$ cat config.mk
export PLATFORM = sky130hd
export DESIGN_NAME = rtp_cfg
export DESIGN_NICKNAME = d
export VERILOG_FILES = /design/src/sv/rtp_pkg.sv /design/src/sv/rtp_cfg.sv
export SDC_FILE = /design/constraint.sdc
export NUM_CORES = 1
export LEC_CHECK = 0
export BUFFER_PORTS_ARGS = -buffer_cell sky130_fd_sc_hd__buf_2
export CAP_MARGIN = 20
export CORE_MARGIN = 4
export CORE_UTILIZATION = 42
export CTS_BUF_LIST = sky130_fd_sc_hd__clkbuf_16
export DETAILED_ROUTE_END_ITERATION = 10
export PLACE_DENSITY_LB_ADDON = 0.12
export SETUP_SLACK_MARGIN = 0.3
export SYNTH_ARGS = -nofsm -noshare
export SYNTH_HDL_FRONTEND = slang
export SYNTH_SLANG_ARGS = --single-unit
$ cat constraint.sdc
create_clock -name clk_i -period 1.6 [get_ports clk_i]
set_clock_uncertainty 0.15 [all_clocks]
set_input_delay 0.08 -clock clk_i [delete_from_list [all_inputs] [get_ports clk_i]]
set_output_delay 0.08 -clock clk_i [all_outputs]
set_load 0.01 [all_outputs]
$ cat src/sv/rtp_pkg.sv
// Shared types and constants of the rtt ping sampler.
// No dependencies; imported by every module of the block except rtp_ram.
`default_nettype none
package rtp_pkg;

  localparam int unsigned INFLIGHT_LIMIT_DEF = 32;
  localparam int unsigned FLIGHT_SLOTS_DEF   = 64;
  localparam int unsigned WINDOW_DEPTH_DEF   = 64;
  localparam int unsigned TIME_WIDTH_DEF     = 32;

  localparam int unsigned SEQ_W      = 32;
  localparam int unsigned RTT_W      = 31;
  localparam int unsigned MIN_W      = 32;
  localparam int unsigned INTERVAL_W = 16;
  localparam int unsigned KEEP_W     = 7;
  localparam int unsigned APB_AW     = 4;
  localparam int unsigned APB_DW     = 32;
  localparam int unsigned IN_DW      = 64;
  localparam int unsigned OUT_DW     = 96;
  localparam int unsigned OUT_UW     = 2;

  localparam logic [INTERVAL_W-1:0] INTERVAL_RST = 16'd1000;
  localparam logic [KEEP_W-1:0]     KEEP_RST     = 7'd16;
  localparam logic [RTT_W-1:0]      RTT_MAX      = 31'h7FFF_FFFF;
  localparam logic [SEQ_W-1:0]      SEQ_START    = 32'd1;
  localparam logic [MIN_W-1:0]      MIN_EMPTY    = 32'hFFFF_FFFF;

  localparam logic [1:0] REG_INTERVAL = 2'd0;
  localparam logic [1:0] REG_KEEP     = 2'd1;
  localparam logic [1:0] REG_RUN      = 2'd2;

  localparam logic REQ_TICK = 1'b0;
  localparam logic REQ_PONG = 1'b1;

  typedef enum logic [2:0] {
    ST_IDLE,
    ST_EVAL,
    ST_FLIGHT,
    ST_RTT,
    ST_WIN,
    ST_OUT
  } top_state_e;

  typedef enum logic [1:0] {
    FL_IDLE,
    FL_SCAN,
    FL_FIN
  } fl_state_e;

  typedef enum logic {
    WN_IDLE,
    WN_SCAN
  } wn_state_e;

  typedef enum logic {
    OP_PING,
    OP_PONG
  } fl_op_e;

  typedef struct packed {
    logic [INTERVAL_W-1:0] interval;
    logic [KEEP_W-1:0]     keep;
    logic                  run;
  } cfg_t;

  typedef struct packed {
    logic              run_wr;
    logic              run_val;
    logic              keep_wr;
    logic [KEEP_W-1:0] keep_val;
  } cfg_evt_t;

  typedef struct packed {
    logic             start;
    fl_op_e           op;
    logic [SEQ_W-1:0] key;
  } fl_cmd_t;

  typedef struct packed {
    logic done;
    logic hit;
  } fl_sts_t;

  typedef struct packed {
    logic             start;
    logic             push;
    logic [RTT_W-1:0] rtt;
  } win_cmd_t;

  typedef struct packed {
    logic             done;
    logic [MIN_W-1:0] min_rtt;
  } win_sts_t;

endpackage
`default_nettype wire

$ cat src/sv/rtp_cfg.sv
// APB register file of the rtt ping sampler: interval, keep amount, run.
// Depends on rtp_pkg.
`default_nettype none
module rtp_cfg
  import rtp_pkg::*;
(
  input  wire logic              clk_i,
  input  wire logic              rst_ni,
  input  wire logic              psel,
  input  wire logic              penable,
  input  wire logic              pwrite,
  input  wire logic [APB_AW-1:0] paddr,
  input  wire logic [APB_DW-1:0] pwdata,
  output logic      [APB_DW-1:0] prdata,
  output logic                   pready,
  output cfg_t                   cfg_o,
  output cfg_evt_t               evt_o
);

  logic [INTERVAL_W-1:0] interval_q, interval_d;
  logic [KEEP_W-1:0]     keep_q, keep_d;
  logic                  run_q, run_d;
  logic                  wr;
  logic [1:0]            sel;

  assign pready = 1'b1;
  assign wr     = psel & penable & pwrite;
  assign sel    = paddr[3:2];

  always_comb begin
    interval_d     = interval_q;
    keep_d         = keep_q;
    run_d          = run_q;
    evt_o.run_wr   = 1'b0;
    evt_o.run_val  = pwdata[0];
    evt_o.keep_wr  = 1'b0;
    evt_o.keep_val = pwdata[KEEP_W-1:0];
    if (wr) begin
      case (sel)
        REG_INTERVAL: interval_d = pwdata[INTERVAL_W-1:0];
        REG_KEEP: begin
          keep_d        = pwdata[KEEP_W-1:0];
          evt_o.keep_wr = 1'b1;
        end
        REG_RUN: begin
          run_d        = pwdata[0];
          evt_o.run_wr = 1'b1;
        end
        default: ;
      endcase
    end
  end

  always_comb begin
    case (sel)
      REG_INTERVAL: prdata = APB_DW'(interval_q);
      REG_KEEP:     prdata = APB_DW'(keep_q);
      REG_RUN:      prdata = APB_DW'(run_q);
      default:      prdata = '0;
    endcase
  end

  always_ff @(posedge clk_i or negedge rst_ni) begin
    if (!rst_ni) begin
      interval_q <= INTERVAL_RST;
      keep_q     <= KEEP_RST;
      run_q      <= 1'b0;
    end else begin
      interval_q <= interval_d;
      keep_q     <= keep_d;
      run_q      <= run_d;
    end
  end

  assign cfg_o.interval = interval_q;
  assign cfg_o.keep     = keep_q;
  assign cfg_o.run      = run_q;

endmodule
`default_nettype wire

; Word level (Yosys, flattened, before mapping)
; Index checks and enable logic that the tools add are counted.
[totals]
register_bits = 24
in_bits = 41
out_inout_bits = 67
elab_cells = 16
[op_classes]
n_eq_ne = 2
n_mux = 5
bitwise = 2
reduce_logical = 4
[ops]
columns = operator, n
row1 = one-hot mux 16 bit (3 select lines), 1
row2 = AND reduction 2 bit, 3
row3 = two-way mux 1 bit, 4
row4 = AND 1 bit, 2
row5 = == test 2 x 1 -> 1 bit (second input constant), 1
row6 = == test 2 bit (second input constant), 1
row7 = logical NOT 2 bit, 1

; Logic depth before layout (Yosys ltp)
; Gate-level depths: netlist of run 1.
[logic_depth]
ltp_word = 3
depth_mapped = 4
depth_no_buf = 3

; Worst setup path after synthesis of run 1
; Ideal clock, no wire load.
[synth_path]
kind = input-to-reg
startpoint = in pwrite
endpoint = reg keep_q[0]
setup_time_ns = 0.125
arrival_time_ns = 0.995
required_ns = 1.325
path_slack_ns = 0.330
path_stages = 3
path_buffers = 0
path_cell_list = nand3_2 -> nor3b_4 -> mux2_2
[synth_between]
elab_chain_len = 2
[synth_rtl]
columns = item, line_no
row1 = start: declaration, rtp_cfg.sv:11  ; input wire logic pwrite,
row2 = AND 1 bit, rtp_cfg.sv:27  ; assign wr = psel & penable & pwrite;
row3 = AND reduction 2 bit (no source line), -
row4 = end signal: assignment, rtp_cfg.sv:70  ; keep_q <= keep_d;
row5 = end: declaration, rtp_cfg.sv:21  ; logic [KEEP_W-1:0] keep_q, keep_d;
; No other way between the ends.
; A chain may end at the register's enable or synchronous reset.

; Worst setup path after layout of run 1
[layout_path]
startpoint = reg keep_q[4]
endpoint = out prdata[4]
[layout_between]
elab_chain_len = 1
[layout_rtl]
columns = item, line_no
row1 = one-hot mux 16 bit (3 select lines), rtp_cfg.sv:55  ; case (sel)
row2 = end: declaration, rtp_cfg.sv:14  ; output logic [APB_DW-1:0] prdata,
; No other way between the ends.

==> reports/results.tsv, run 1 <==
metric	value	unit
grt_overflow	0	
grt_antenna_before_repair	0	
tns	0	ps
startpoint	keep_q[4]$_DFFE_PN1P_	
vdd_drop_max	0.0005232	V
ys_ff_latch	24	
die_area	0.004127	mm²
met1_usage	15.84	%
synth.top_cells.by_area	dfrtp_1 (32%), mux2_2 (20%), buf_4 (15%), dfstp_2 (14%), mux2i_1 (5.3%)	
boundaryPins	108	
core-area	0.003028	mm²
seq_area	609.3	µm²
drtAntennaViolNets	0	
endpoint_kind	primary output	
synth_edf_count	0	
layout-drive-gt1-share	60.42	%
nets	234	
cts.htree.levels	1	
synth.largest_area_cell	dfrtp_1	
grt_first_pass_wirelength	4609	µm
clkSinkCount	24	
fmax	775.2	MHz
criticalPathCategory	flip-flop to primary output	
yosysSeqAreaShare	45.86	%
clk_pin_slew_worst_paths	60	ps
worstPathArrival	1060	ps
worstHoldPathType	primary input to async pin	
multiInputGateArea	559.3	µm²
drt_wl_total	2966	µm
whs	185.7	ps
power	0.002038	W
worstPathRequired	1370	ps
crit_fanout	2	
r2r_slack	640	ps
synth.top_cell.area_share	32.02	%
clkLatencyLatePin	250	ps
slew_viol_final	0	
ys_top_cells_by_count	buf_4 (27), mux2_2 (24), dfrtp_1 (17), and2_1 (9)	
cts_made_buffers	3	
dpl.cell_count	213	
regToRegStartpoint	keep_q[4]$_DFFE_PN1P_	
area_delta_synth_final	40.77	%
slew_headroom	65.56	%
period_minus_slack	1290	ps
routedWlPerCell	12.57	µm
reg2regPathDepth	2	
status	finished clean	
rsz0062_at_grt	true	
endpoint	prdata[4]	
post-route-util	61.78	%
drc	0	
grt_util_all_layers	13.93	%
vias	1024	
synth_area	0.001329	mm²
port_buffers	72	
num-fill-cells	259	
yosys_warnings	0	
final_cells	236	
netlist_instances	108	
pwr_density_cell	1090	mW/mm²
clockBufferDepth	2	
die_y	64.25	µm
rows	20	
cts_root_buffer	clkbuf_16	
grt_start_max_net_pins	25	
antenna_cells	0	
critPathLaunchType	flip-flop	
synthArstFlopShare	100.0	%
drtIter0Drc	16	
p_leak	0.9819	nW
hold_viol	0	
synth_top_flop_cell	dfrtp_1	
vias_per_cell	4.339	
use_met2	25.26	%
finalCritPeriodShare	80.63	%
drv_cap	0	
tritoncts	done	
drtPass1Iterations	2	
setup_violations	0	
worst_pin_slew	516.6	ps
gp_congestion	0.6821	
timing.rr.end	keep_q[4]$_DFFE_PN1P_	
synth_area_per_cell	12.30	µm²
die_w	64.25	µm
grt_pass1_vias	1051	
busiest_layer	met2	
yosysUniqueCellTypes	16	
start_util	43.88	%
use_met3	3.515	%
yosysMostFrequentCell	buf_4	
dpl.hpwl	2107	µm
[per-stage QoR]
stage	worst slack (ps)	cell area [µm²]
after floorplan	330.3	1385
after global placement	147.6	1604
after detailed placement	144.3	1604
after CTS	306.7	1863
after global routing	261.7	1871
final	310.0	1871
[per-layer routing]
| layer | routed length (µm) | up-vias |
|---|---|---|
| met2 | 1517 | 51 |
| met1 | 1197 | 480 |
| met4 | 43 | 0 |
| li1 | - | 487 |
| met3 | 208 | 6 |
| met5 | 0 | - |
[area by class of cell]
type                       count  share of cell area [%]
clock inverter                 1                  0.2007
multi-input combinational     70                   29.90
sequential                    24                   32.58
clock buffer                   3                   4.013
timing repair buffer          94                   30.37
tap                           44                   2.943
[report_power, final]
| group | switching, W | total (W) | internal (W) |
|---|---|---|---|
| Sequential | 0.0000949 | 0.000874 | 0.000779 |
| Clock | 0.000197 | 0.000530 | 0.000333 |
| Combinational | 0.000300 | 0.000634 | 0.000334 |
| Total | 0.000592 | 0.00204 | 0.00145 |
[worst max-delay path, cell delays in order (launching register included)]
cell,delay (ps)
dfstp_2,530
mux2i_1,70
nor2_1,80
buf_2,130
[placed cells by master, fill, tap and decap left out]
cell and instances:
dfstp_2 7, and2_1 9, clkbuf_16 3, conb_1 17, buf_4 5, nor3b_2 1, o21ai_0 1, dfrtp_1 17
nor3_4 1, nor2_2 1, nor3b_4 1, clkinv_1 1, nor2_1 6, nand3b_1 1, nand3_2 1, mux2_2 24
mux2i_1 7, dlygate4sd3_1 17, buf_2 72
[cell families after synthesis]
logic type,synth area share (%)
AO/OA/AOI/OAI,0.3763
buffers and inverters,16.48
flip-flops,45.86
multiplexers,25.61
other,0.5652
AND/OR/NAND/NOR,11.11
[worst min path at each step]
stage / to / slack [ps] / depth (start not counted)
2_1_floorplan: interval_q[0]$_DFFE_PN0P_ / -370 / 0
3_5_place_dp: interval_q[10]$_DFFE_PN0P_ / -60 / 1
3_3_place_gp: keep_q[6]$_DFFE_PN0P_ / -60 / 1
4_1_cts: interval_q[10]$_DFFE_PN0P_ / 210 / 2
5_1_grt: run_q$_DFFE_PN0P_ / 230 / 4
6_report: interval_q[10]$_DFFE_PN0P_ / 190 / 2
[timing repair]
action                                  CTS  global route
resized for setup                         1             0
hold endpoints to repair                 41             0
endpoints found under the setup margin   10             5
buffers inserted                          1             1
hold buffers                             17             0
[sequential cells by signal, indices dropped and copies added (netlist names)]
register / count
interval_q: 16
keep_q: 7
run_q: 1
(Power assumes the default switching activity.)
==> inputs of run 2 (changes only) <==
- CORE_UTILIZATION: 42 -> 39
- clock period: 1.6 -> 1.25 ns (I/O delays scaled with it)
==> run 2 against run 1 <==
  * The run now ends with negative hold slack, negative setup slack left
  * Sequential power rose by 30%
  * Clock power is 72% higher
  * Global-route usage increased by 2.1 points
  * Final cell count is 7.6% higher
  * Sequential share of layout area fell by 7.0 points
  * Design area rose by 27%
  * Wire length rose by 21%
  * Total power grew 74%
  * Die area is 6.7% higher
  * Setup slack lost 350 ps
==> reports/results.tsv, run 2 (synthesis gave the netlist of run 1 again) <==
metric	value	unit
nets	252	
most-common-layout-cells	buf_6 (53), buf_2 (45), mux2_4 (22)	
drtIter0Drc	18	
final_cells	254	
violations	negative hold slack, negative setup slack	
crit_chain	mux2i_2 > nor2_1 > buf_2	
fmax	773.6	MHz
port_buffers	72	
slowest_delay	540	ps
drc	0	
finalCritPeriodShare	103.4	%
p_leak	1.237	nW
setup_violations	7	
status	complete, but fails checks	
whs	-116.5	ps
antenna_cells	0	
top_register	interval_q	
grt_overflow	0	
preCtsSetupSlack	-34.68	ps
criticalPathCategory	flip-flop to primary output	
die_w	66.37	µm
vias	1122	
cp_top_family	flip-flops	
grt_start_max_net_pins	25	
reg_top3	interval_q (16), keep_q (7), run_q (1)	
drtPass1Iterations	4	
grt_antenna_before_repair	0	
cp_num_buf_inv	1	
boundaryPins	108	
clockBufferDepth	2	
power	0.003550	W
period_minus_slack	1293	ps
cts_root_buffer	clkbuf_16	
cts_made_buffers	3	
layout_commonest_cell	buf_6	
grt_first_pass_wirelength	5437	µm
hold_viol	21	
clkSinkCount	24	
drtAntennaViolNets	0	
crit_path_top_delay_cell	dfstp_2	
dpl.cell_count	219	
postCtsHoldBufs	4	
clkLatencyLatePin	250	ps
area_delta_synth_final	79.19	%
core-area	0.003153	mm²
crit_fanout	2	
cts.htree.levels	1	
pwr_density_cell	1491	mW/mm²
drt_wl_total	3600	µm
largest_reg_flops	16	
grt_pass1_vias	1127	
tritoncts	done	
tns	-175.2	ps
vdd_drop_max	0.0009156	V
setup_ws	-42.61	ps
num-fill-cells	212	
start_util	42.14	%
rows	20	
rsz0062_at_grt	true	
layout-drive-gt1-share	72.86	%
worstHoldPathType	primary input to flip-flop	
worstPathRequired	1040	ps
drv_cap	0	
die_area	0.004405	mm²
worstPathArrival	1080	ps
routedWlPerCell	14.17	µm
clk_pin_slew_worst_paths	60	ps
gp_congestion	0.6867	
vias_per_cell	4.417	
dpl.hpwl	2283	µm
endpoint_kind	primary output	
slew_viol_final	0	
critPathLaunchType	flip-flop	
die_y	66.37	µm
grt_util_all_layers	16.02	%
## run 2: final cells by class
class                   instances  area (µm²)  area share [%]
clock inverters                 1       30.03           1.261
well taps                      44       55.05           2.312
flip-flops and latches         24       609.3           25.59
repair buffers                112       937.1           39.36
clock buffers                   3       75.07           3.153
multi-input cells              70       674.4           28.32
## run 2: per-stage QoR
stage	area [µm²]	utilization (%)
final	2381	75.52
after global routing	2381	75.52
after CTS	2176	69.01
after detailed placement	1664	52.78
after global placement	1664	52.78
after floorplan	1400	-
## run 2: timing repair
item,4_1_cts,5_1_grt
endpoints found under the hold margin,41,21
gates resized for setup,56,30
gates cloned,1,1
pin swaps,3,2
setup buffers,14,11
endpoints found under the setup margin,62,79
## run 2: metal layers
metal	up-vias	global-route usage (%)	share of wire (%)	routed length [µm]
met5	-	0	0	0
met4	0	3.807	0.44	16
met3	2	3.061	7.4	265
met2	51	28.75	54	1940
met1	547	19.51	38	1378
li1	522	-	-	-
## run 2: path summary, 6_finish.rpt
| kind | from | endpoint | slack, ps | depth (start not counted) |
|---|---|---|---|---|
| worst max register to register | keep_q[2]$_DFFE_PN0P_ | keep_q[2]$_DFFE_PN0P_ | 110 | 3 |
| worst min register to register | interval_q[10]$_DFFE_PN0P_ | interval_q[10]$_DFFE_PN0P_ | 380 | 1 |
| worst min-delay path | pwdata[11] | interval_q[11]$_DFFE_PN0P_ | -120 | 2 |
| max in group asynchronous | rst_ni | interval_q[7]$_DFFE_PN1P_ | 530 | 2 |
| min in group asynchronous | rst_ni | run_q$_DFFE_PN0P_ | 120 | 2 |
| worst max-delay path | interval_q[5]$_DFFE_PN1P_ | prdata[5] | -40 | 3 |
## run 2: worst reg2reg max path, cell delays in order, from the launching register on
cell	delay [ps]
dfrtp_1	390
buf_6	120
buf_6	100
mux2_4	260
## run 2: report_power, final
| group | internal (W) | total, W | switching [W] | leakage [nW] |
|---|---|---|---|---|
| clock | 0.000636 | 0.000911 | 0.000275 | 0.0511 |
| sequential | 0.000999 | 0.00114 | 0.000136 | 0.282 |
| combinational | 0.000978 | 0.00150 | 0.000526 | 0.904 |
