<file path="src/sv/rtp_pkg.sv">
// Shared types and constants of the rtt ping sampler.
// No dependencies; imported by every module of the block except rtp_ram.
`default_nettype none
package rtp_pkg;

  localparam int unsigned INFLIGHT_LIMIT_DEF = 32;
  localparam int unsigned FLIGHT_SLOTS_DEF   = 64;
  localparam int unsigned WINDOW_DEPTH_DEF   = 64;
  localparam int unsigned TIME_WIDTH_DEF     = 32;

  localparam int unsigned SEQ_W      = 32;
  localparam int unsigned RTT_W      = 31;
  localparam int unsigned MIN_W      = 32;
  localparam int unsigned INTERVAL_W = 16;
  localparam int unsigned KEEP_W     = 7;
  localparam int unsigned APB_AW     = 4;
  localparam int unsigned APB_DW     = 32;
  localparam int unsigned IN_DW      = 64;
  localparam int unsigned OUT_DW     = 96;
  localparam int unsigned OUT_UW     = 2;

  localparam logic [INTERVAL_W-1:0] INTERVAL_RST = 16'd1000;
  localparam logic [KEEP_W-1:0]     KEEP_RST     = 7'd16;
  localparam logic [RTT_W-1:0]      RTT_MAX      = 31'h7FFF_FFFF;
  localparam logic [SEQ_W-1:0]      SEQ_START    = 32'd1;
  localparam logic [MIN_W-1:0]      MIN_EMPTY    = 32'hFFFF_FFFF;

  localparam logic [1:0] REG_INTERVAL = 2'd0;
  localparam logic [1:0] REG_KEEP     = 2'd1;
  localparam logic [1:0] REG_RUN      = 2'd2;

  localparam logic REQ_TICK = 1'b0;
  localparam logic REQ_PONG = 1'b1;

  typedef enum logic [2:0] {
    ST_IDLE,
    ST_EVAL,
    ST_FLIGHT,
    ST_RTT,
    ST_WIN,
    ST_OUT
  } top_state_e;

  typedef enum logic [1:0] {
    FL_IDLE,
    FL_SCAN,
    FL_FIN
  } fl_state_e;

  typedef enum logic {
    WN_IDLE,
    WN_SCAN
  } wn_state_e;

  typedef enum logic {
    OP_PING,
    OP_PONG
  } fl_op_e;

  typedef struct packed {
    logic [INTERVAL_W-1:0] interval;
    logic [KEEP_W-1:0]     keep;
    logic                  run;
  } cfg_t;

  typedef struct packed {
    logic              run_wr;
    logic              run_val;
    logic              keep_wr;
    logic [KEEP_W-1:0] keep_val;
  } cfg_evt_t;

  typedef struct packed {
    logic             start;
    fl_op_e           op;
    logic [SEQ_W-1:0] key;
  } fl_cmd_t;

  typedef struct packed {
    logic done;
    logic hit;
  } fl_sts_t;

  typedef struct packed {
    logic             start;
    logic             push;
    logic [RTT_W-1:0] rtt;
  } win_cmd_t;

  typedef struct packed {
    logic             done;
    logic [MIN_W-1:0] min_rtt;
  } win_sts_t;

endpackage
`default_nettype wire

</file>
<file path="src/sv/rtp_ram.sv">
// Generic single-port-write, single-port-read RAM with registered read.
// No dependencies.
`default_nettype none
module rtp_ram #(
  parameter int unsigned WIDTH = 32,
  parameter int unsigned DEPTH = 64
) (
  input  wire logic                                  clk_i,
  input  wire logic                                  we_i,
  input  wire logic [((DEPTH > 1) ? $clog2(DEPTH) : 1)-1:0] waddr_i,
  input  wire logic [WIDTH-1:0]                      wdata_i,
  input  wire logic                                  re_i,
  input  wire logic [((DEPTH > 1) ? $clog2(DEPTH) : 1)-1:0] raddr_i,
  output logic      [WIDTH-1:0]                      rdata_o
);

  logic [WIDTH-1:0] mem_q [DEPTH];
  logic [WIDTH-1:0] rdata_q;

  always_ff @(posedge clk_i) begin
    if (we_i) begin
      mem_q[waddr_i] <= wdata_i;
    end
    if (re_i) begin
      rdata_q <= mem_q[raddr_i];
    end
  end

  assign rdata_o = rdata_q;

endmodule
`default_nettype wire

</file>
<file path="src/sv/rtp_window.sv">
// Sample window: ring of round-trip times in RAM with a serial minimum scan.
// Depends on rtp_pkg and rtp_ram.
`default_nettype none
module rtp_window
  import rtp_pkg::*;
#(
  parameter int unsigned WINDOW_DEPTH = WINDOW_DEPTH_DEF
) (
  input  wire logic              clk_i,
  input  wire logic              rst_ni,
  input  cfg_evt_t               evt_i,
  input  wire logic [KEEP_W-1:0] keep_i,
  input  win_cmd_t               cmd_i,
  output win_sts_t               sts_o
);

  localparam int unsigned WA = (WINDOW_DEPTH > 1) ? $clog2(WINDOW_DEPTH) : 1;
  localparam int unsigned CW = $clog2(WINDOW_DEPTH + 1);

  function automatic logic [CW-1:0] keep_eff(input logic [KEEP_W-1:0] k);
    logic [CW-1:0] r;
    if (k == '0) begin
      r = CW'(1);
    end else if (32'(k) > 32'(WINDOW_DEPTH)) begin
      r = CW'(WINDOW_DEPTH);
    end else begin
      r = CW'(k);
    end
    return r;
  endfunction

  function automatic logic [WA-1:0] ptr_dec(input logic [WA-1:0] p);
    logic [WA-1:0] r;
    if (p == '0) begin
      r = WA'(WINDOW_DEPTH - 1);
    end else begin
      r = p - 1'b1;
    end
    return r;
  endfunction

  wn_state_e        state_q, state_d;
  logic [WA-1:0]    head_q, head_d;
  logic [CW-1:0]    count_q, count_d;
  logic [WA-1:0]    ptr_q, ptr_d;
  logic [CW-1:0]    left_q, left_d;
  logic             cmp_on_q, cmp_on_d;
  logic [RTT_W-1:0] min_q, min_d;
  logic             done_q, done_d;
  logic [MIN_W-1:0] res_q, res_d;

  logic             ram_we;
  logic             ram_re;
  logic [RTT_W-1:0] ram_rdata;
  logic [CW-1:0]    cnt_inc;
  logic [CW-1:0]    keep_now;
  logic [CW-1:0]    keep_new;

  assign keep_now = keep_eff(keep_i);
  assign keep_new = keep_eff(evt_i.keep_val);
  assign cnt_inc  = (count_q == CW'(WINDOW_DEPTH)) ? count_q : count_q + 1'b1;
  assign ram_we   = (state_q == WN_IDLE) && cmd_i.start && cmd_i.push;
  assign ram_re   = (state_q == WN_SCAN) && (left_q != '0);

  rtp_ram #(
    .WIDTH(RTT_W),
    .DEPTH(WINDOW_DEPTH)
  ) u_ram (
    .clk_i  (clk_i),
    .we_i   (ram_we),
    .waddr_i(head_q),
    .wdata_i(cmd_i.rtt),
    .re_i   (ram_re),
    .raddr_i(ptr_q),
    .rdata_o(ram_rdata)
  );

  always_comb begin
    state_d  = state_q;
    head_d   = head_q;
    count_d  = count_q;
    ptr_d    = ptr_q;
    left_d   = left_q;
    cmp_on_d = 1'b0;
    min_d    = min_q;
    done_d   = 1'b0;
    res_d    = res_q;

    case (state_q)
      WN_IDLE: begin
        if (cmd_i.start) begin
          if (cmd_i.push) begin
            head_d  = (head_q == WA'(WINDOW_DEPTH - 1)) ? '0 : head_q + 1'b1;
            count_d = (cnt_inc > keep_now) ? keep_now : cnt_inc;
          end
          ptr_d   = ptr_dec(head_d);
          left_d  = count_d;
          min_d   = RTT_MAX;
          state_d = WN_SCAN;
        end
      end
      WN_SCAN: begin
        if (left_q != '0) begin
          ptr_d    = ptr_dec(ptr_q);
          left_d   = left_q - 1'b1;
          cmp_on_d = 1'b1;
        end
        if (cmp_on_q && ram_rdata < min_q) begin
          min_d = ram_rdata;
        end
        if (left_q == '0 && !cmp_on_q) begin
          done_d  = 1'b1;
          res_d   = (count_q == '0) ? MIN_EMPTY : {1'b0, min_q};
          state_d = WN_IDLE;
        end
      end
      default: state_d = WN_IDLE;
    endcase

    if (evt_i.keep_wr && count_q > keep_new) begin
      count_d = keep_new;
    end
    if (evt_i.run_wr && !evt_i.run_val) begin
      count_d = '0;
    end
  end

  always_ff @(posedge clk_i or negedge rst_ni) begin
    if (!rst_ni) begin
      state_q  <= WN_IDLE;
      head_q   <= '0;
      count_q  <= '0;
      left_q   <= '0;
      cmp_on_q <= 1'b0;
      done_q   <= 1'b0;
    end else begin
      state_q  <= state_d;
      head_q   <= head_d;
      count_q  <= count_d;
      left_q   <= left_d;
      cmp_on_q <= cmp_on_d;
      done_q   <= done_d;
    end
  end

  always_ff @(posedge clk_i) begin
    ptr_q <= ptr_d;
    min_q <= min_d;
    res_q <= res_d;
  end

  assign sts_o.done    = done_q;
  assign sts_o.min_rtt = res_q;

endmodule
`default_nettype wire

</file>
<file path="config.mk">
export PLATFORM = sky130hd
export DESIGN_NAME = rtp_window
export DESIGN_NICKNAME = d
export VERILOG_FILES = /design/src/sv/rtp_pkg.sv /design/src/sv/rtp_ram.sv /design/src/sv/rtp_window.sv
export SDC_FILE = /design/constraint.sdc
export NUM_CORES = 2
export LEC_CHECK = 0
export BUFFER_PORTS_ARGS = -buffer_cell sky130_fd_sc_hd__buf_2
export CORE_MARGIN = 4
export CORE_UTILIZATION = 63
export DETAILED_ROUTE_END_ITERATION = 8
export PLACE_DENSITY_LB_ADDON = 0.05
export SYNTH_ARGS = -nofsm -noshare
export SYNTH_HDL_FRONTEND = slang
export SYNTH_SLANG_ARGS = --single-unit
</file>
<file path="constraint.sdc">
create_clock -name clk_i -period 5 [get_ports clk_i]
set_input_delay 1 -clock clk_i [delete_from_list [all_inputs] [get_ports clk_i]]
set_output_delay 1 -clock clk_i [all_outputs]
set_load 0.1 [all_outputs]
</file>
# Yosys cells after proc, flatten, opt, wreduce, memory -nomap -nowiden
# Memories as Yosys holds them, arrays and structs flattened. A register that Yosys moved wholly into a read port is not among the register bits.
# Index checks and enable logic that the tools add are counted.
# op_classes
n_addsub	5
n_lt_le_gt_ge	5
eq_ne	6
n_mux	35
bitwise_logic	1
n_reduce_logical	22
# op_table
operator	n
7-bit two-way mux	12
31-bit two-way mux	2
31-bit case mux with 2 select lines	1
6-bit two-way mux	8
32-bit two-way mux	1
31-bit < comparator	1
7-bit logical NOT	4
7-bit greater-than comparator	2
7-bit greater-than comparator (second input constant)	2
7-bit case mux with 2 select lines	1
6-bit logical NOT	2
6-bit case mux with 2 select lines	1
6-bit by 1-bit subtractor with 6-bit output (second input constant)	2
2-bit AND reduction	5
1-bit two-way mux	8
7-bit by 1-bit adder with 7-bit output (second input constant)	1
7-bit equality test (second input constant)	1
1-bit logical AND	7
7-bit nonzero test	1
7-bit by 1-bit subtractor with 7-bit output (second input constant)	1
6-bit by 1-bit adder with 6-bit output (second input constant)	1
6-bit equality test (second input constant)	1
2-bit by 1-bit inequality test with 1-bit output (second input constant)	2
3-bit by 1-bit inequality test with 1-bit output (second input constant)	1
5 further kinds	6
# word_totals
ff_bits	92
ramBits	1984
in_bits	52
out_inout_bits	33
wordCells	85
mem_count	1
# memory_table
name	words	width	read_ports	rd_ports_with_merged_regs	write_ports	line	text
u_ram.mem_q	64	31	1	1	1	rtp_ram.sv:17	logic [WIDTH-1:0] mem_q [DEPTH];

# Logic depth before layout (Yosys ltp)
# depth
depth_word	10
ltp_mapped	12

# By module
# A second synthesis with hierarchy kept.
# unflattened
cells_unflattened	3960
area_unflattened_um2	82156.3
# by_module_without_submodules
mod	instances	cells_per_inst	area_per_inst_um2	seq_area_each_um2
rtp_ram	1	3418	76616.0	60508.0
rtp_window	1	542	5540.3	2647.5

# Worst setup path after synthesis
# OpenSTA, ideal clock, no wires.
# synth_timing
path_type	input to register
from	in cmd_i[32] in the netlist's numbering
to	reg min_q[0], enable pin
setup_ns	0.462
arrival_ns	3.966
required_time_ns	4.538
setup_slack_ns	0.572
cell_stages	5
path_buffers	1
path_cell_list	nor2b_1 clkbuf_1 a31oi_1 or3_1 o21ai_0
# synth_via
elab_chain_cells	2
# synth_rtl
element	line	text
start, declared	rtp_window.sv:13	input win_cmd_t cmd_i,
2-bit inequality test (no line)	-	
2-bit AND reduction (no line)	-	
end signal, assigned	rtp_window.sv:148	min_q <= min_d;
end, declared	rtp_window.sv:48	logic [RTT_W-1:0] min_q, min_d;
# Every way passes these cells.
# A chain may end at the register's enable or synchronous reset.

==> results.sh <==
export IMPL_relSlewSlack_pct=12.1
export IMPL_r2r_start="ptr_q[2]"
export IMPL_post_cts_setup_buffers=0
export IMPL_reg2reg_depth=8
export IMPL_yosys_warnings=0
export IMPL_crit_start="ptr_q[2]"
export IMPL_grt_usage_pct=31.7
export IMPL_wl_per_cell_um=35.2
export IMPL_grt_pass1_wl_um=302000
export IMPL_root_buffer="clkbuf_16"
export IMPL_synth_seq_area_share_pct=76.9
export IMPL_cts_reportedPaths_clkPinSlew_ns=0.06
export IMPL_num_fill_cells=7727
export IMPL_dieArea_um2=136000
export IMPL_finalNonFillerCells=5976
export IMPL_crit_arrival_ns=4.24
export IMPL_num_rows=132
export IMPL_min_delay_path_class="in -> async"
export IMPL_r2r_end="u_ram.rdata_o[25]"
export IMPL_tns_ns=0
export IMPL_finalWirelength_um=211000
export IMPL_grt_pass1_vias=41136
export IMPL_cts_hold_buf=0
export IMPL_core_area_um2=129000
export IMPL_drc=0
export IMPL_synth_nets=3904
export IMPL_crit_type="reg -> reg"
export IMPL_cp_data_required_time_ns=5.54
export IMPL_synth_ff_type="edfxtp_1"
export IMPL_setup_viol=0
export IMPL_routed_via_density=6.87
export IMPL_worst_slew_pin_slew_ns=1.32
export IMPL_clkLatencyLatePin_ns=0.83
export IMPL_yosysUniqueCellTypes=61
export IMPL_cts_resized=0
export IMPL_cts_sinks=2107
export IMPL_synthToLayoutAreaGrowth_pct=11.9
export IMPL_cts_max_path_buffers=3
export IMPL_fin_worst_skew_ns=0.0303
export IMPL_drv_cap=0
export IMPL_multi_input_area_um2=18100
export IMPL_port_buffers=84
export IMPL_num_vias=41081
export IMPL_drtAntennaViolNets=0
export IMPL_io_pins=85
export IMPL_rsz0062_at_grt="false"
export IMPL_post_route_min_period_ns=3.70
export IMPL_drt_pass1_iterations=5
export IMPL_ir_drop_v=0.000415
export IMPL_initial_core_util_pct=63.4
export IMPL_synth_edff_count=2084
export IMPL_critPathMaxFanout=64
export IMPL_placedCellCount=5601
export IMPL_antenna_found_initial=12
export IMPL_synth_cells=3799
export IMPL_reg2reg_slack_ns=1.30
export IMPL_hold_ws_ns=0.163
export IMPL_slew_violations=0
export IMPL_p_leak_nw=29.4
export IMPL_register_area_um2=63200
export IMPL_htreeDepth=4
export IMPL_first_iter_violations=6239
export IMPL_die_h_um=369
export IMPL_finalNetCount=4167
export IMPL_max_freq_mhz=270
export IMPL_hpwl_um=128000
export IMPL_report_final_hold_viol_count=0
export IMPL_power_mw=50.2
export IMPL_critPathLaunchType="register"
export IMPL_grt_overflow_total=0
export IMPL_finalCritPeriodShare_pct=74.0
export IMPL_die_w_um=369
export IMPL_powerDensity_nw_per_um2=546
export IMPL_critPathCaptureType="register"
export IMPL_grt_max_degree=103
export IMPL_cts_tree="built"
export IMPL_place_gp_congestion=0.898
export IMPL_netlist_area_um2=82100
export IMPL_async_reset_ff_share_pct=1.09
export IMPL_cts_buffers=201
export IMPL_syn_area_per_cell_um2=21.6
export IMPL_status="completed"
export IMPL_drive_above_1_share_pct=27.9
export IMPL_ys_ff_latch=2107
==> cells in the final DEF, fill, tap and decap left out, types with 30 or more instances in the layout <==
cell	n
edfxtp_1	2084
inv_1	49
buf_4	168
or2_2	33
clkinv_2	46
o221ai_1	57
nor2_1	64
a21oi_1	57
a22oi_1	35
mux4_2	519
clkbuf_16	207
a31oi_1	50
nand2_1	149
mux2i_1	65
ha_1	53
o21ai_0	30
nand2b_1	37
clkbuf_1	37
buf_2	82
nor2_4	65
clkinv_1	55
==> layout make-up <==
class | instances | area share, %
antenna | 5 | 0.0136
clock buffer | 244 | 5.79
timing repair buffer | 263 | 2.10
sequential | 2107 | 68.7
tap | 1742 | 2.37
multi-input combinational | 1436 | 19.7
inverter | 53 | 0.219
clock inverter | 126 | 1.06
==> flip-flops by register name, indices dropped and copies added (netlist names), 6 cells and up <==
| register | cells |
|---|---|
| ptr_q | 6 |
| count_q | 7 |
| min_q | 31 |
| head_q | 6 |
| u_ram.mem_q | 1984 |
| res_q | 32 |
| u_ram.rdata_o | 31 |
| left_q | 7 |
==> cell usage after synthesis (all sizes together) (9+ instances only) <==
| cell type | instances | share of area, % |
|---|---|---|
| a31oi | 50 | 0.38 |
| and2 | 11 | 0.084 |
| nor2 | 129 | 0.59 |
| a211oi | 15 | 0.14 |
| o21ai | 53 | 0.32 |
| nand2 | 149 | 0.68 |
| nand2b | 37 | 0.28 |
| xnor2 | 11 | 0.12 |
| o221ai | 57 | 0.61 |
| clkbuf | 91 | 0.42 |
| edfxtp | 2084 | 76 |
| mux2i | 65 | 0.79 |
| nand3 | 14 | 0.085 |
| o22ai | 26 | 0.20 |
| mux4 | 519 | 14 |
| ha | 53 | 0.81 |
| o211ai | 16 | 0.15 |
| inv | 51 | 0.23 |
| a21oi | 58 | 0.36 |
| buf | 112 | 0.97 |
| a21o | 9 | 0.082 |
| a22oi | 35 | 0.32 |
| dfrtp | 23 | 0.70 |
| or2 | 33 | 0.25 |
| nor2b | 10 | 0.076 |
==> cell families (layout without fill, tap and decap cells) <==
logic type	after synthesis	count (layout)	share of synthesized area, %
AOI/OAI and AO/OA	353	353	2.93
and+or+nand+nor	421	421	2.37
xor gates and xnor gates	18	18	0.192
adders and majority gates	53	53	0.808
other	0	5	0
DFF	2107	2107	76.9
muxes	591	591	15.1
buffers and inverters	256	686	1.62
==> worst max-delay path: stages, from the launching register on <==
cell and delay, ns:
edfxtp_1 0.46, buf_12 0.39, buf_4 0.63, or2_2 0.61, o221ai_1 0.44, o22ai_1 0.25
a21oi_1 0.15, a22oi_1 0.25, o21ai_1 0.11
==> worst max path at each step <==
| stage | end | slack (ns) | cells past startpoint |
|---|---|---|---|
| after CTS | left_q[3] | 1.31 | 12 |
| after global placement | u_ram.mem_q[39][23] | 0.96 | 4 |
| after floorplan | min_q[0] | 0.57 | 5 |
| after global routing | left_q[3] | 1.01 | 12 |
| final | u_ram.rdata_o[25] | 1.30 | 8 |
| after detailed placement | u_ram.mem_q[47][28] | 0.94 | 4 |
==> stage by stage <==
step / cell area (µm²) / setup slack, ns / utilization [%]
final: 91900 / 1.30 / 71.0
after global routing: 91900 / 1.01 / 70.9
after global placement: 85600 / 0.956 / 66.1
after CTS: 91900 / 1.31 / 70.9
after detailed placement: 85600 / 0.936 / 66.1
after floorplan: 82100 / 0.572 / -
==> report_power, final <==
part / internal (mW) / switching [mW]
logic: 6.09 / 8.98
clock network: 8.26 / 6.33
registers: 20.1 / 0.469
==> metal layers <==
layer	up-vias	track usage [%]	part of all wire [%]
met4	2	10.5	3.5
met3	354	8.38	12
met1	21714	46.5	38
met2	2529	47.6	47
met5	-	0	0.0081
li1	16482	-	-
Power figures use the tool's default switching activity.
