[src/sv/rtp_pkg.sv]
// Shared types and constants of the rtt ping sampler.
// No dependencies; imported by every module of the block except rtp_ram.
`default_nettype none
package rtp_pkg;

  localparam int unsigned INFLIGHT_LIMIT_DEF = 32;
  localparam int unsigned FLIGHT_SLOTS_DEF   = 64;
  localparam int unsigned WINDOW_DEPTH_DEF   = 64;
  localparam int unsigned TIME_WIDTH_DEF     = 32;

  localparam int unsigned SEQ_W      = 32;
  localparam int unsigned RTT_W      = 31;
  localparam int unsigned MIN_W      = 32;
  localparam int unsigned INTERVAL_W = 16;
  localparam int unsigned KEEP_W     = 7;
  localparam int unsigned APB_AW     = 4;
  localparam int unsigned APB_DW     = 32;
  localparam int unsigned IN_DW      = 64;
  localparam int unsigned OUT_DW     = 96;
  localparam int unsigned OUT_UW     = 2;

  localparam logic [INTERVAL_W-1:0] INTERVAL_RST = 16'd1000;
  localparam logic [KEEP_W-1:0]     KEEP_RST     = 7'd16;
  localparam logic [RTT_W-1:0]      RTT_MAX      = 31'h7FFF_FFFF;
  localparam logic [SEQ_W-1:0]      SEQ_START    = 32'd1;
  localparam logic [MIN_W-1:0]      MIN_EMPTY    = 32'hFFFF_FFFF;

  localparam logic [1:0] REG_INTERVAL = 2'd0;
  localparam logic [1:0] REG_KEEP     = 2'd1;
  localparam logic [1:0] REG_RUN      = 2'd2;

  localparam logic REQ_TICK = 1'b0;
  localparam logic REQ_PONG = 1'b1;

  typedef enum logic [2:0] {
    ST_IDLE,
    ST_EVAL,
    ST_FLIGHT,
    ST_RTT,
    ST_WIN,
    ST_OUT
  } top_state_e;

  typedef enum logic [1:0] {
    FL_IDLE,
    FL_SCAN,
    FL_FIN
  } fl_state_e;

  typedef enum logic {
    WN_IDLE,
    WN_SCAN
  } wn_state_e;

  typedef enum logic {
    OP_PING,
    OP_PONG
  } fl_op_e;

  typedef struct packed {
    logic [INTERVAL_W-1:0] interval;
    logic [KEEP_W-1:0]     keep;
    logic                  run;
  } cfg_t;

  typedef struct packed {
    logic              run_wr;
    logic              run_val;
    logic              keep_wr;
    logic [KEEP_W-1:0] keep_val;
  } cfg_evt_t;

  typedef struct packed {
    logic             start;
    fl_op_e           op;
    logic [SEQ_W-1:0] key;
  } fl_cmd_t;

  typedef struct packed {
    logic done;
    logic hit;
  } fl_sts_t;

  typedef struct packed {
    logic             start;
    logic             push;
    logic [RTT_W-1:0] rtt;
  } win_cmd_t;

  typedef struct packed {
    logic             done;
    logic [MIN_W-1:0] min_rtt;
  } win_sts_t;

endpackage
`default_nettype wire

[src/sv/rtp_ram.sv]
// Generic single-port-write, single-port-read RAM with registered read.
// No dependencies.
`default_nettype none
module rtp_ram #(
  parameter int unsigned WIDTH = 32,
  parameter int unsigned DEPTH = 64
) (
  input  wire logic                                  clk_i,
  input  wire logic                                  we_i,
  input  wire logic [((DEPTH > 1) ? $clog2(DEPTH) : 1)-1:0] waddr_i,
  input  wire logic [WIDTH-1:0]                      wdata_i,
  input  wire logic                                  re_i,
  input  wire logic [((DEPTH > 1) ? $clog2(DEPTH) : 1)-1:0] raddr_i,
  output logic      [WIDTH-1:0]                      rdata_o
);

  logic [WIDTH-1:0] mem_q [DEPTH];
  logic [WIDTH-1:0] rdata_q;

  always_ff @(posedge clk_i) begin
    if (we_i) begin
      mem_q[waddr_i] <= wdata_i;
    end
    if (re_i) begin
      rdata_q <= mem_q[raddr_i];
    end
  end

  assign rdata_o = rdata_q;

endmodule
`default_nettype wire

[src/sv/rtp_flight.sv]
// In-flight ping table: valid flops plus a tag/send-time RAM, scanned one slot a cycle.
// Depends on rtp_pkg and rtp_ram.
`default_nettype none
module rtp_flight
  import rtp_pkg::*;
#(
  parameter int unsigned INFLIGHT_LIMIT = INFLIGHT_LIMIT_DEF,
  parameter int unsigned FLIGHT_SLOTS   = FLIGHT_SLOTS_DEF,
  parameter int unsigned TIME_WIDTH     = TIME_WIDTH_DEF
) (
  input  wire logic                  clk_i,
  input  wire logic                  rst_ni,
  input  wire logic                  clr_i,
  input  fl_cmd_t                    cmd_i,
  input  wire logic [TIME_WIDTH-1:0] time_i,
  output fl_sts_t                    sts_o,
  output logic      [TIME_WIDTH-1:0] hit_time_o
);

  localparam int unsigned SA = $clog2(FLIGHT_SLOTS);
  localparam int unsigned CW = $clog2(FLIGHT_SLOTS + 1);
  localparam int unsigned EW = SEQ_W + TIME_WIDTH;

  fl_state_e             state_q, state_d;
  logic [FLIGHT_SLOTS-1:0] valid_q, valid_d;
  logic [CW-1:0]         count_q, count_d;
  fl_op_e                op_q, op_d;
  logic [SEQ_W-1:0]      key_q, key_d;
  logic [TIME_WIDTH-1:0] time_q, time_d;
  logic [SA-1:0]         iss_q, iss_d;
  logic                  iss_on_q, iss_on_d;
  logic                  cmp_on_q, cmp_on_d;
  logic [SA-1:0]         cmp_idx_q, cmp_idx_d;
  logic                  found_q, found_d;
  logic [SA-1:0]         slot_q, slot_d;
  logic                  free_found_q, free_found_d;
  logic [SA-1:0]         free_idx_q, free_idx_d;
  logic [TIME_WIDTH-1:0] hit_time_q, hit_time_d;

  logic                  ram_we;
  logic [SA-1:0]         ram_waddr;
  logic [EW-1:0]         ram_rdata;
  logic                  ram_re;
  logic [SEQ_W-1:0]      rd_tag;
  logic [TIME_WIDTH-1:0] rd_time;

  assign rd_tag  = ram_rdata[EW-1:TIME_WIDTH];
  assign rd_time = ram_rdata[TIME_WIDTH-1:0];
  assign ram_re  = (state_q == FL_SCAN) && iss_on_q;

  rtp_ram #(
    .WIDTH(EW),
    .DEPTH(FLIGHT_SLOTS)
  ) u_ram (
    .clk_i  (clk_i),
    .we_i   (ram_we),
    .waddr_i(ram_waddr),
    .wdata_i({key_q, time_q}),
    .re_i   (ram_re),
    .raddr_i(iss_q),
    .rdata_o(ram_rdata)
  );

  always_comb begin
    state_d      = state_q;
    valid_d      = valid_q;
    count_d      = count_q;
    op_d         = op_q;
    key_d        = key_q;
    time_d       = time_q;
    iss_d        = iss_q;
    iss_on_d     = iss_on_q;
    cmp_on_d     = cmp_on_q;
    cmp_idx_d    = cmp_idx_q;
    found_d      = found_q;
    slot_d       = slot_q;
    free_found_d = free_found_q;
    free_idx_d   = free_idx_q;
    hit_time_d   = hit_time_q;
    ram_we       = 1'b0;
    ram_waddr    = slot_q;
    sts_o.done   = 1'b0;
    sts_o.hit    = found_q;

    case (state_q)
      FL_IDLE: begin
        if (cmd_i.start) begin
          op_d         = cmd_i.op;
          key_d        = cmd_i.key;
          time_d       = time_i;
          iss_d        = '0;
          iss_on_d     = 1'b1;
          cmp_on_d     = 1'b0;
          found_d      = 1'b0;
          free_found_d = 1'b0;
          if (cmd_i.op == OP_PING && (32'(count_q) > 32'(INFLIGHT_LIMIT) ||
                                      32'(count_q) >= 32'(FLIGHT_SLOTS))) begin
            valid_d = '0;
            count_d = '0;
          end
          state_d = FL_SCAN;
        end
      end
      FL_SCAN: begin
        if (iss_on_q) begin
          iss_d = iss_q + 1'b1;
          if (iss_q == SA'(FLIGHT_SLOTS - 1)) begin
            iss_on_d = 1'b0;
          end
        end
        cmp_on_d  = iss_on_q;
        cmp_idx_d = iss_q;
        if (cmp_on_q) begin
          if (!valid_q[cmp_idx_q] && !free_found_q) begin
            free_found_d = 1'b1;
            free_idx_d   = cmp_idx_q;
          end
          if (valid_q[cmp_idx_q] && rd_tag == key_q) begin
            found_d    = 1'b1;
            slot_d     = cmp_idx_q;
            hit_time_d = rd_time;
            iss_on_d   = 1'b0;
            cmp_on_d   = 1'b0;
            state_d    = FL_FIN;
          end else if (cmp_idx_q == SA'(FLIGHT_SLOTS - 1)) begin
            state_d = FL_FIN;
          end
        end
      end
      FL_FIN: begin
        sts_o.done = 1'b1;
        state_d    = FL_IDLE;
        if (op_q == OP_PING) begin
          if (found_q) begin
            ram_we = 1'b1;
          end else if (free_found_q) begin
            ram_we              = 1'b1;
            ram_waddr           = free_idx_q;
            valid_d[free_idx_q] = 1'b1;
            count_d             = count_q + 1'b1;
          end
        end else if (found_q) begin
          valid_d[slot_q] = 1'b0;
          count_d         = count_q - 1'b1;
        end
      end
      default: state_d = FL_IDLE;
    endcase

    if (clr_i) begin
      valid_d = '0;
      count_d = '0;
    end
  end

  always_ff @(posedge clk_i or negedge rst_ni) begin
    if (!rst_ni) begin
      state_q  <= FL_IDLE;
      valid_q  <= '0;
      count_q  <= '0;
      iss_on_q <= 1'b0;
      cmp_on_q <= 1'b0;
    end else begin
      state_q  <= state_d;
      valid_q  <= valid_d;
      count_q  <= count_d;
      iss_on_q <= iss_on_d;
      cmp_on_q <= cmp_on_d;
    end
  end

  always_ff @(posedge clk_i) begin
    op_q         <= op_d;
    key_q        <= key_d;
    time_q       <= time_d;
    iss_q        <= iss_d;
    cmp_idx_q    <= cmp_idx_d;
    found_q      <= found_d;
    slot_q       <= slot_d;
    free_found_q <= free_found_d;
    free_idx_q   <= free_idx_d;
    hit_time_q   <= hit_time_d;
  end

  assign hit_time_o = hit_time_q;

endmodule
`default_nettype wire

[config.mk]
export PLATFORM = sky130hd
export DESIGN_NAME = rtp_flight
export DESIGN_NICKNAME = d
export VERILOG_FILES = /design/src/sv/rtp_pkg.sv /design/src/sv/rtp_ram.sv /design/src/sv/rtp_flight.sv
export SDC_FILE = /design/constraint.sdc
export NUM_CORES = 2
export LEC_CHECK = 0
export BUFFER_PORTS_ARGS = -buffer_cell sky130_fd_sc_hd__buf_2
export CORE_MARGIN = 2
export CORE_UTILIZATION = 50
export DETAILED_ROUTE_END_ITERATION = 8
export GPL_TIMING_DRIVEN = 1
export PLACE_DENSITY = 0.68
export SLEW_MARGIN = 20
export SYNTH_ARGS = -nofsm -noshare
export SYNTH_HDL_FRONTEND = slang
export SYNTH_HIERARCHICAL = 1
export SYNTH_SLANG_ARGS = --single-unit
[constraint.sdc]
create_clock -name clk_i -period 6.6 [get_ports clk_i]
set_clock_uncertainty 0.15 [all_clocks]
set_input_delay 0.99 -clock clk_i [delete_from_list [all_inputs] [get_ports clk_i]]
set_output_delay 0.99 -clock clk_i [all_outputs]
set_load 0.02 [all_outputs]
## After elaboration in Yosys (flattened, before gate mapping)

Memories as Yosys holds them, arrays and structs flattened. A register that Yosys moved wholly into a read port is not among the register bits.
Index checks and enable logic that the tools add are counted.

- Bits in registers: 198
- RAM bits: 4096
- Input port bits: 69
- Output and inout port bits: 34
- Word-level logic and storage cells: 124
- Memories kept: 1

Memories:

| name | words | bits a word | read ports | clocked after memory_dff | write ports | line | RTL |
|---|---|---|---|---|---|---|---|
| u_ram.mem_q | 64 | 64 | 1 | 1 | 1 | rtp_ram.sv:17 | `logic [WIDTH-1:0] mem_q [DEPTH];` |

- Add/sub/neg operators: 3
- Order comparisons: 7
- Equality and inequality tests: 16
- Muxes and demuxes: 57
- Bitwise operators: 4
- Reductions and logical operators: 21

Operator list:

| operator | number |
|---|---|
| 2-to-1 mux 64 bit | 7 |
| case mux 64 bit (2 select lines) | 1 |
| AND 64 bit | 1 |
| NOT 64 bit | 1 |
| bitwise OR 64 bit | 1 |
| 2-to-1 mux 7 bit | 7 |
| 2-to-1 mux 6 bit | 6 |
| == test 32 bit | 1 |
| 2-to-1 mux 1 bit | 22 |
| < comparator 6 x 7 -> 1 bit, second input constant | 3 |
| case mux 7 bit (2 select lines) | 1 |
| demux 1 bit (select 6 bit) | 2 |
| == test 6 bit, second input constant | 2 |
| greater-or-equal comparator 6 x 1 -> 1 bit, second input constant | 2 |
| inequality test 4 bit, second input constant | 3 |
| case mux 6 bit (2 select lines) | 1 |
| AND reduction 3 bit | 4 |
| 2-to-1 mux 2 bit | 4 |
| case mux 1 bit (2 select lines) | 4 |
| AND reduction 4 bit | 2 |
| adder 7 x 1 -> 7 bit, second input constant | 1 |
| greater-or-equal comparator 7 bit, second input constant | 1 |
| > comparator 7 x 6 -> 1 bit, second input constant | 1 |
| subtractor 7 x 1 -> 7 bit, second input constant | 1 |
| 18 further kinds | 29 |

## Logic depth before layout (Yosys ltp)

- Depth after elaboration: 10
- Mapped depth: 9
- Gate-level depth less buffers: 7

## Modules after synthesis

The synthesis kept the hierarchy.

Modules (own cells, without submodules):

| module | instances | cells an instance | area each (sq um) | sequential area each (sq um) |
|---|---|---|---|---|
| rtp_ram | 1 | 6598 | 156985.6 | 124919.8 |
| rtp_flight | 1 | 714 | 8974.9 | 5570.3 |

## Worst setup path after synthesis

No wires, ideal clock.

- Path kind: register to register
- Start point: register op_q
- End point: memory u_ram/mem_q[48][0] (netlist bit), enable pin
- Library setup time: 0.564 ns
- Arrival time: 6.571 ns
- Required time: 5.886 ns
- Setup slack: -0.685 ns
- Stages on the path, launching flop included: 8
- Buffers on the path: 2
- Clock period less this slack: 7.285 ns
- Cells stage by stage: edfxtp_1 > or4b_2 > clkbuf_1 > mux2_2 > clkbuf_1 > nor2b_1 > nand4b_1 > nor3_1

- Elaborated cells on any way between the ends: 6
- Classes of those cells: mux (6)

RTL lines:

| item | line | RTL |
|---|---|---|
| start, declared | rtp_flight.sv:27 | `fl_op_e op_q, op_d;` |
| start signal, assigned | rtp_flight.sv:173 | `op_q <= op_d;` |
| 2-to-1 mux 6 bit | rtp_flight.sv:133 | `if (op_q == OP_PING) begin` |
| 2-to-1 mux 6 bit | rtp_flight.sv:85 | `case (state_q)` |
| net ram_waddr[3] | rtp_flight.sv:41 | `logic [SA-1:0] ram_waddr;` |
| end, declared | rtp_ram.sv:17 |  |

The timed path passes the listed nets, and every way through them passes these cells.

## Worst setup path after layout

- Start point: register op_q
- End point: memory u_ram/mem_q[0][43] (netlist bit), enable pin

The elaborated chain is that of the path after synthesis.

==> key figures <==
Global routing
  • Largest net degree at the start of global routing: 136
  • Total Routing Usage GR: 26.2%
  • Initial antenna violation count: 29
  • Global-route wire length before repair: 624,000 um
  • Number of global-route vias before repair: 81,900
  • GR Overflow Total: 0

Synthesis
  • Synth Cell Area: 166,000 um^2
  • Syn_nets: between 7,000 and 8,000
  • Mean cell area of the mapped netlist: 22.7 um^2
  • Distinct cell type count after synthesis: 58
  • Sequential area share after synthesis: 78.6%
  • Register bit total from synthesis: 4,358
  • Synth Warn #: 6
  • Synth Flop Type: edfxtp_1
  • Post-synth EDFFs: 4,283
  • FFs w/ async S/R, synth: roughly 1.7%
  • Post-Synthesis Cells: about 7,300

STA
  • Setup TNS: 0 ns
  • Max Slew Vio Count: 0
  • Final hold vios: 0
  • Endpoints failing setup: 0
  • Fmax achieved: about 200 MHz
  • Final worst path period need: 4.94 ns
  • Worst Max-Slew Pin Slew: 1.23 ns
  • Relative slew margins: 18.0%
  • RSZ-0062 raised after global routing: no
  • Final Cycle Share: between 70% and 80%

Finish
  • Final core utilization: 56.8%
  • Filler cells: 23,300
  • Share of layout cells above drive strength 1: 26.9%
  • Post-route cell area: 188,000 um^2
  • Layout area overhead: 13.1%
  • Fin nets: 7,823

Setup path
  • Critical path arrival: approximately 5.4 ns
  • Worst Setup End Kind: flip-flop
  • R2r startpoint: op_q
  • Crit-path max FO: 27
  • R2R Path End: u_ram/mem_q[0][43]
  • Critical path startpoint category: flip-flop
  • Critical path class: reg -> reg
  • Required @ worst endpoint: 7.06 ns
  • Worst reg2reg setup slack: ~1.7 ns
  • Worst Reg-to-Reg Cells: 6

Placed design
  • DP HPWL: roughly 250,000 um
  • Placed Area: around 170,000 um^2
  • Number of port buffers: 102
  • Routability cong.: 0.862

Clocking
  • Clock Sink Count: between 4,000 and 5,000
  • Num CTS Buffers: around 420
  • Post-CTS Hold Fix Bufs: 22
  • CTS root buf: clkbuf_16
  • Max Buffers Root-to-Sink: 4
  • # Post-CTS Setup Buffers: 0
  • Clk slew on worst S/H paths: 0.06 ns
  • H-tree depth: 5
  • Clk_lat worst skew: 1.00 ns
  • Resized cells post-CTS: 0
  • TritonCTS clock tree: yes

Power and ir drop
  • Power Dens Cells: 409 nW/um^2
  • Leak: slightly below 0.06 uW
  • Sw Ratio: 30.2%
  • Sw Pwr: 23,200 uW
  • Clock share of power: about a third
  • Seq pwr share: 41.6%
  • Worst VDD drop: 0.398 mV
  • P_int: between 50,000 and 60,000 uW
  • Comb pwr share: 26.7%

Detailed routing
  • ANT nets after route: 0
  • Detailed Route WL: about 440,000 um
  • DRT iter0 DRCs: 11,900
  • DRC Markers: 0
  • Router iterations before antenna repair: 6
  • Vias/cell: 6.62
  • Avg WL per Cell: 35.6 um
  • Via count: about 83,000

Floorplanning
  • # IOs: 103
  • Row count: 211
  • Full die area: around 340,000 um^2
  • Width of the die: between 500 and 600 um
  • Initial Util: 50.3%
  • Chip height: 580 um
  • Floorplan Core Area: 330,000 um^2

Hold path
  • Hold_sp: cmd_i[12]
  • Hold path cells: 1
  • Endpoint, Worst Hold: key_q[12]
  • Worst min-delay path class: in -> reg

Job
  • # Max-Cap Violations: 0

Run status
  • Outcome: completed
critical path: stages (launching register included):
cell and delay, ns:
edfxtp_1 0.71, or4b_2 0.97, mux2_2 0.41, nor2b_1 0.28
nand2_1 0.51, nor2_4 0.88, buf_4 0.60
metal layers:
metal	wire, um	part of all wire (%)	vias to the layer above	track usage, %
li1	-	-	32200	-
met1	170000	38	44500	37.8
met2	209000	47	5166	40.8
met3	50700	11	693	5.44
met4	14900	3.3	10	8.02
met5	58	0.013	-	0
cell usage in the layout (no fill, tap or decap), drive strengths merged, types with 40 or more instances in the layout:
| master | count |
|---|---|
| o22ai | 83 |
| a31oi | 58 |
| mux2i | 138 |
| o21ai | 51 |
| nand2 | 92 |
| a22o | 89 |
| a22oi | 172 |
| a211oi | 64 |
| nand3 | 61 |
| bufinv | 52 |
| inv | 44 |
| nor2b | 40 |
| nor2 | 144 |
| a21oi | 67 |
| clkinv | 193 |
| and3 | 65 |
| buf | 403 |
| edfxtp | 4283 |
| mux4 | 1037 |
| clkbuf | 498 |
| dfrtp | 75 |
registers in the layout, indices dropped and copies added (netlist names), 2 cells and up:
register / cells
count_q: 7
cmp_idx_q: 6
key_q: 32
valid_q: 64
free_idx_q: 6
u_ram/mem_q: 4096
hit_time_o: 32
time_q: 32
slot_q: 6
u_ram/rdata_o: 64
iss_q: 6
state_q: 2
kinds of logic after synthesis:
kind of cell | after synthesis | synth area share [%]
AO/OA/AOI/OAI | 732 | 3.20
flip-flops | 4358 | 78.6
multiplexers | 1187 | 15.0
XOR/XNOR | 40 | 0.211
buffers and inverters | 449 | 1.27
AND/OR/NAND/NOR | 539 | 1.65
adder cells (fa/ha/maj) | 7 | 0.0573
metrics by stage:
step	hold slack, ns	cells	setup WS, ns	total power (uW)
after floorplan	0.250	7312	0.784	45600
after global placement	0.254	11700	1.79	52700
after detailed placement	0.255	11700	1.78	52900
after CTS	0.0000204	12500	1.74	77000
after global routing	0.00293	12500	1.58	79000
final	0.0375	12500	1.66	76800
Yosys cell counts, types with 30 or more instances:
library cell | n | area, um^2
buf_2 | 179 | 896
mux2i_1 | 138 | 1380
o21ai_0 | 43 | 215
edfxtp_1 | 4283 | 129000
a22oi_1 | 172 | 1290
clkbuf_1 | 176 | 661
a31oi_1 | 57 | 357
nor2_1 | 144 | 541
buf_4 | 38 | 285
xor2_1 | 36 | 315
a21oi_1 | 67 | 335
and3_1 | 65 | 407
o22ai_1 | 83 | 519
inv_1 | 32 | 120
nand2_1 | 92 | 345
a22o_1 | 89 | 780
a211oi_1 | 64 | 480
nand3_1 | 60 | 300
nor2b_1 | 40 | 250
dfrtp_1 | 75 | 1880
or3_1 | 30 | 188
mux4_2 | 1037 | 23400
o221ai_1 | 39 | 342
worst max-delay path by stage:
stage / endpoint / depth (start not counted) / slack [ns] / start
global placement: u_ram/mem_q[0][40] / 6 / 1.79 / op_q
detailed placement: u_ram/mem_q[0][40] / 6 / 1.78 / op_q
finish: u_ram/mem_q[0][43] / 6 / 1.66 / op_q
floorplan: u_ram/mem_q[39][0] / 7 / 0.78 / op_q
CTS: u_ram/mem_q[41][38] / 6 / 1.74 / op_q
global route: u_ram/mem_q[41][52] / 6 / 1.58 / op_q
layout make-up:
class / instances / area, um^2 / share of cell area (%)
multi-input cells: 2505 / 34000 / 18.1
clock buffers: 498 / 11100 / 5.90
diodes: 8 / 20.0 / 0.0107
flip-flops and latches: 4358 / 130000 / 69.5
well taps: 4366 / 5460 / 2.91
repair buffers: 426 / 3730 / 1.99
clock inverters: 275 / 2800 / 1.49
inverters: 32 / 128 / 0.0680
power groups by stage:
| stage | Sequential [uW] | Combinational, uW | Clock [uW] |
|---|---|---|---|
| floorplan | 32600 | 12900 | 0 |
| global placement | 32500 | 20200 | 0 |
| detailed placement | 32500 | 20400 | 0 |
| CTS | 32000 | 20500 | 24600 |
| global route | 32000 | 21400 | 25600 |
| finish | 32000 | 20500 | 24300 |
Note: power is estimated with default switching activity, not from simulation.
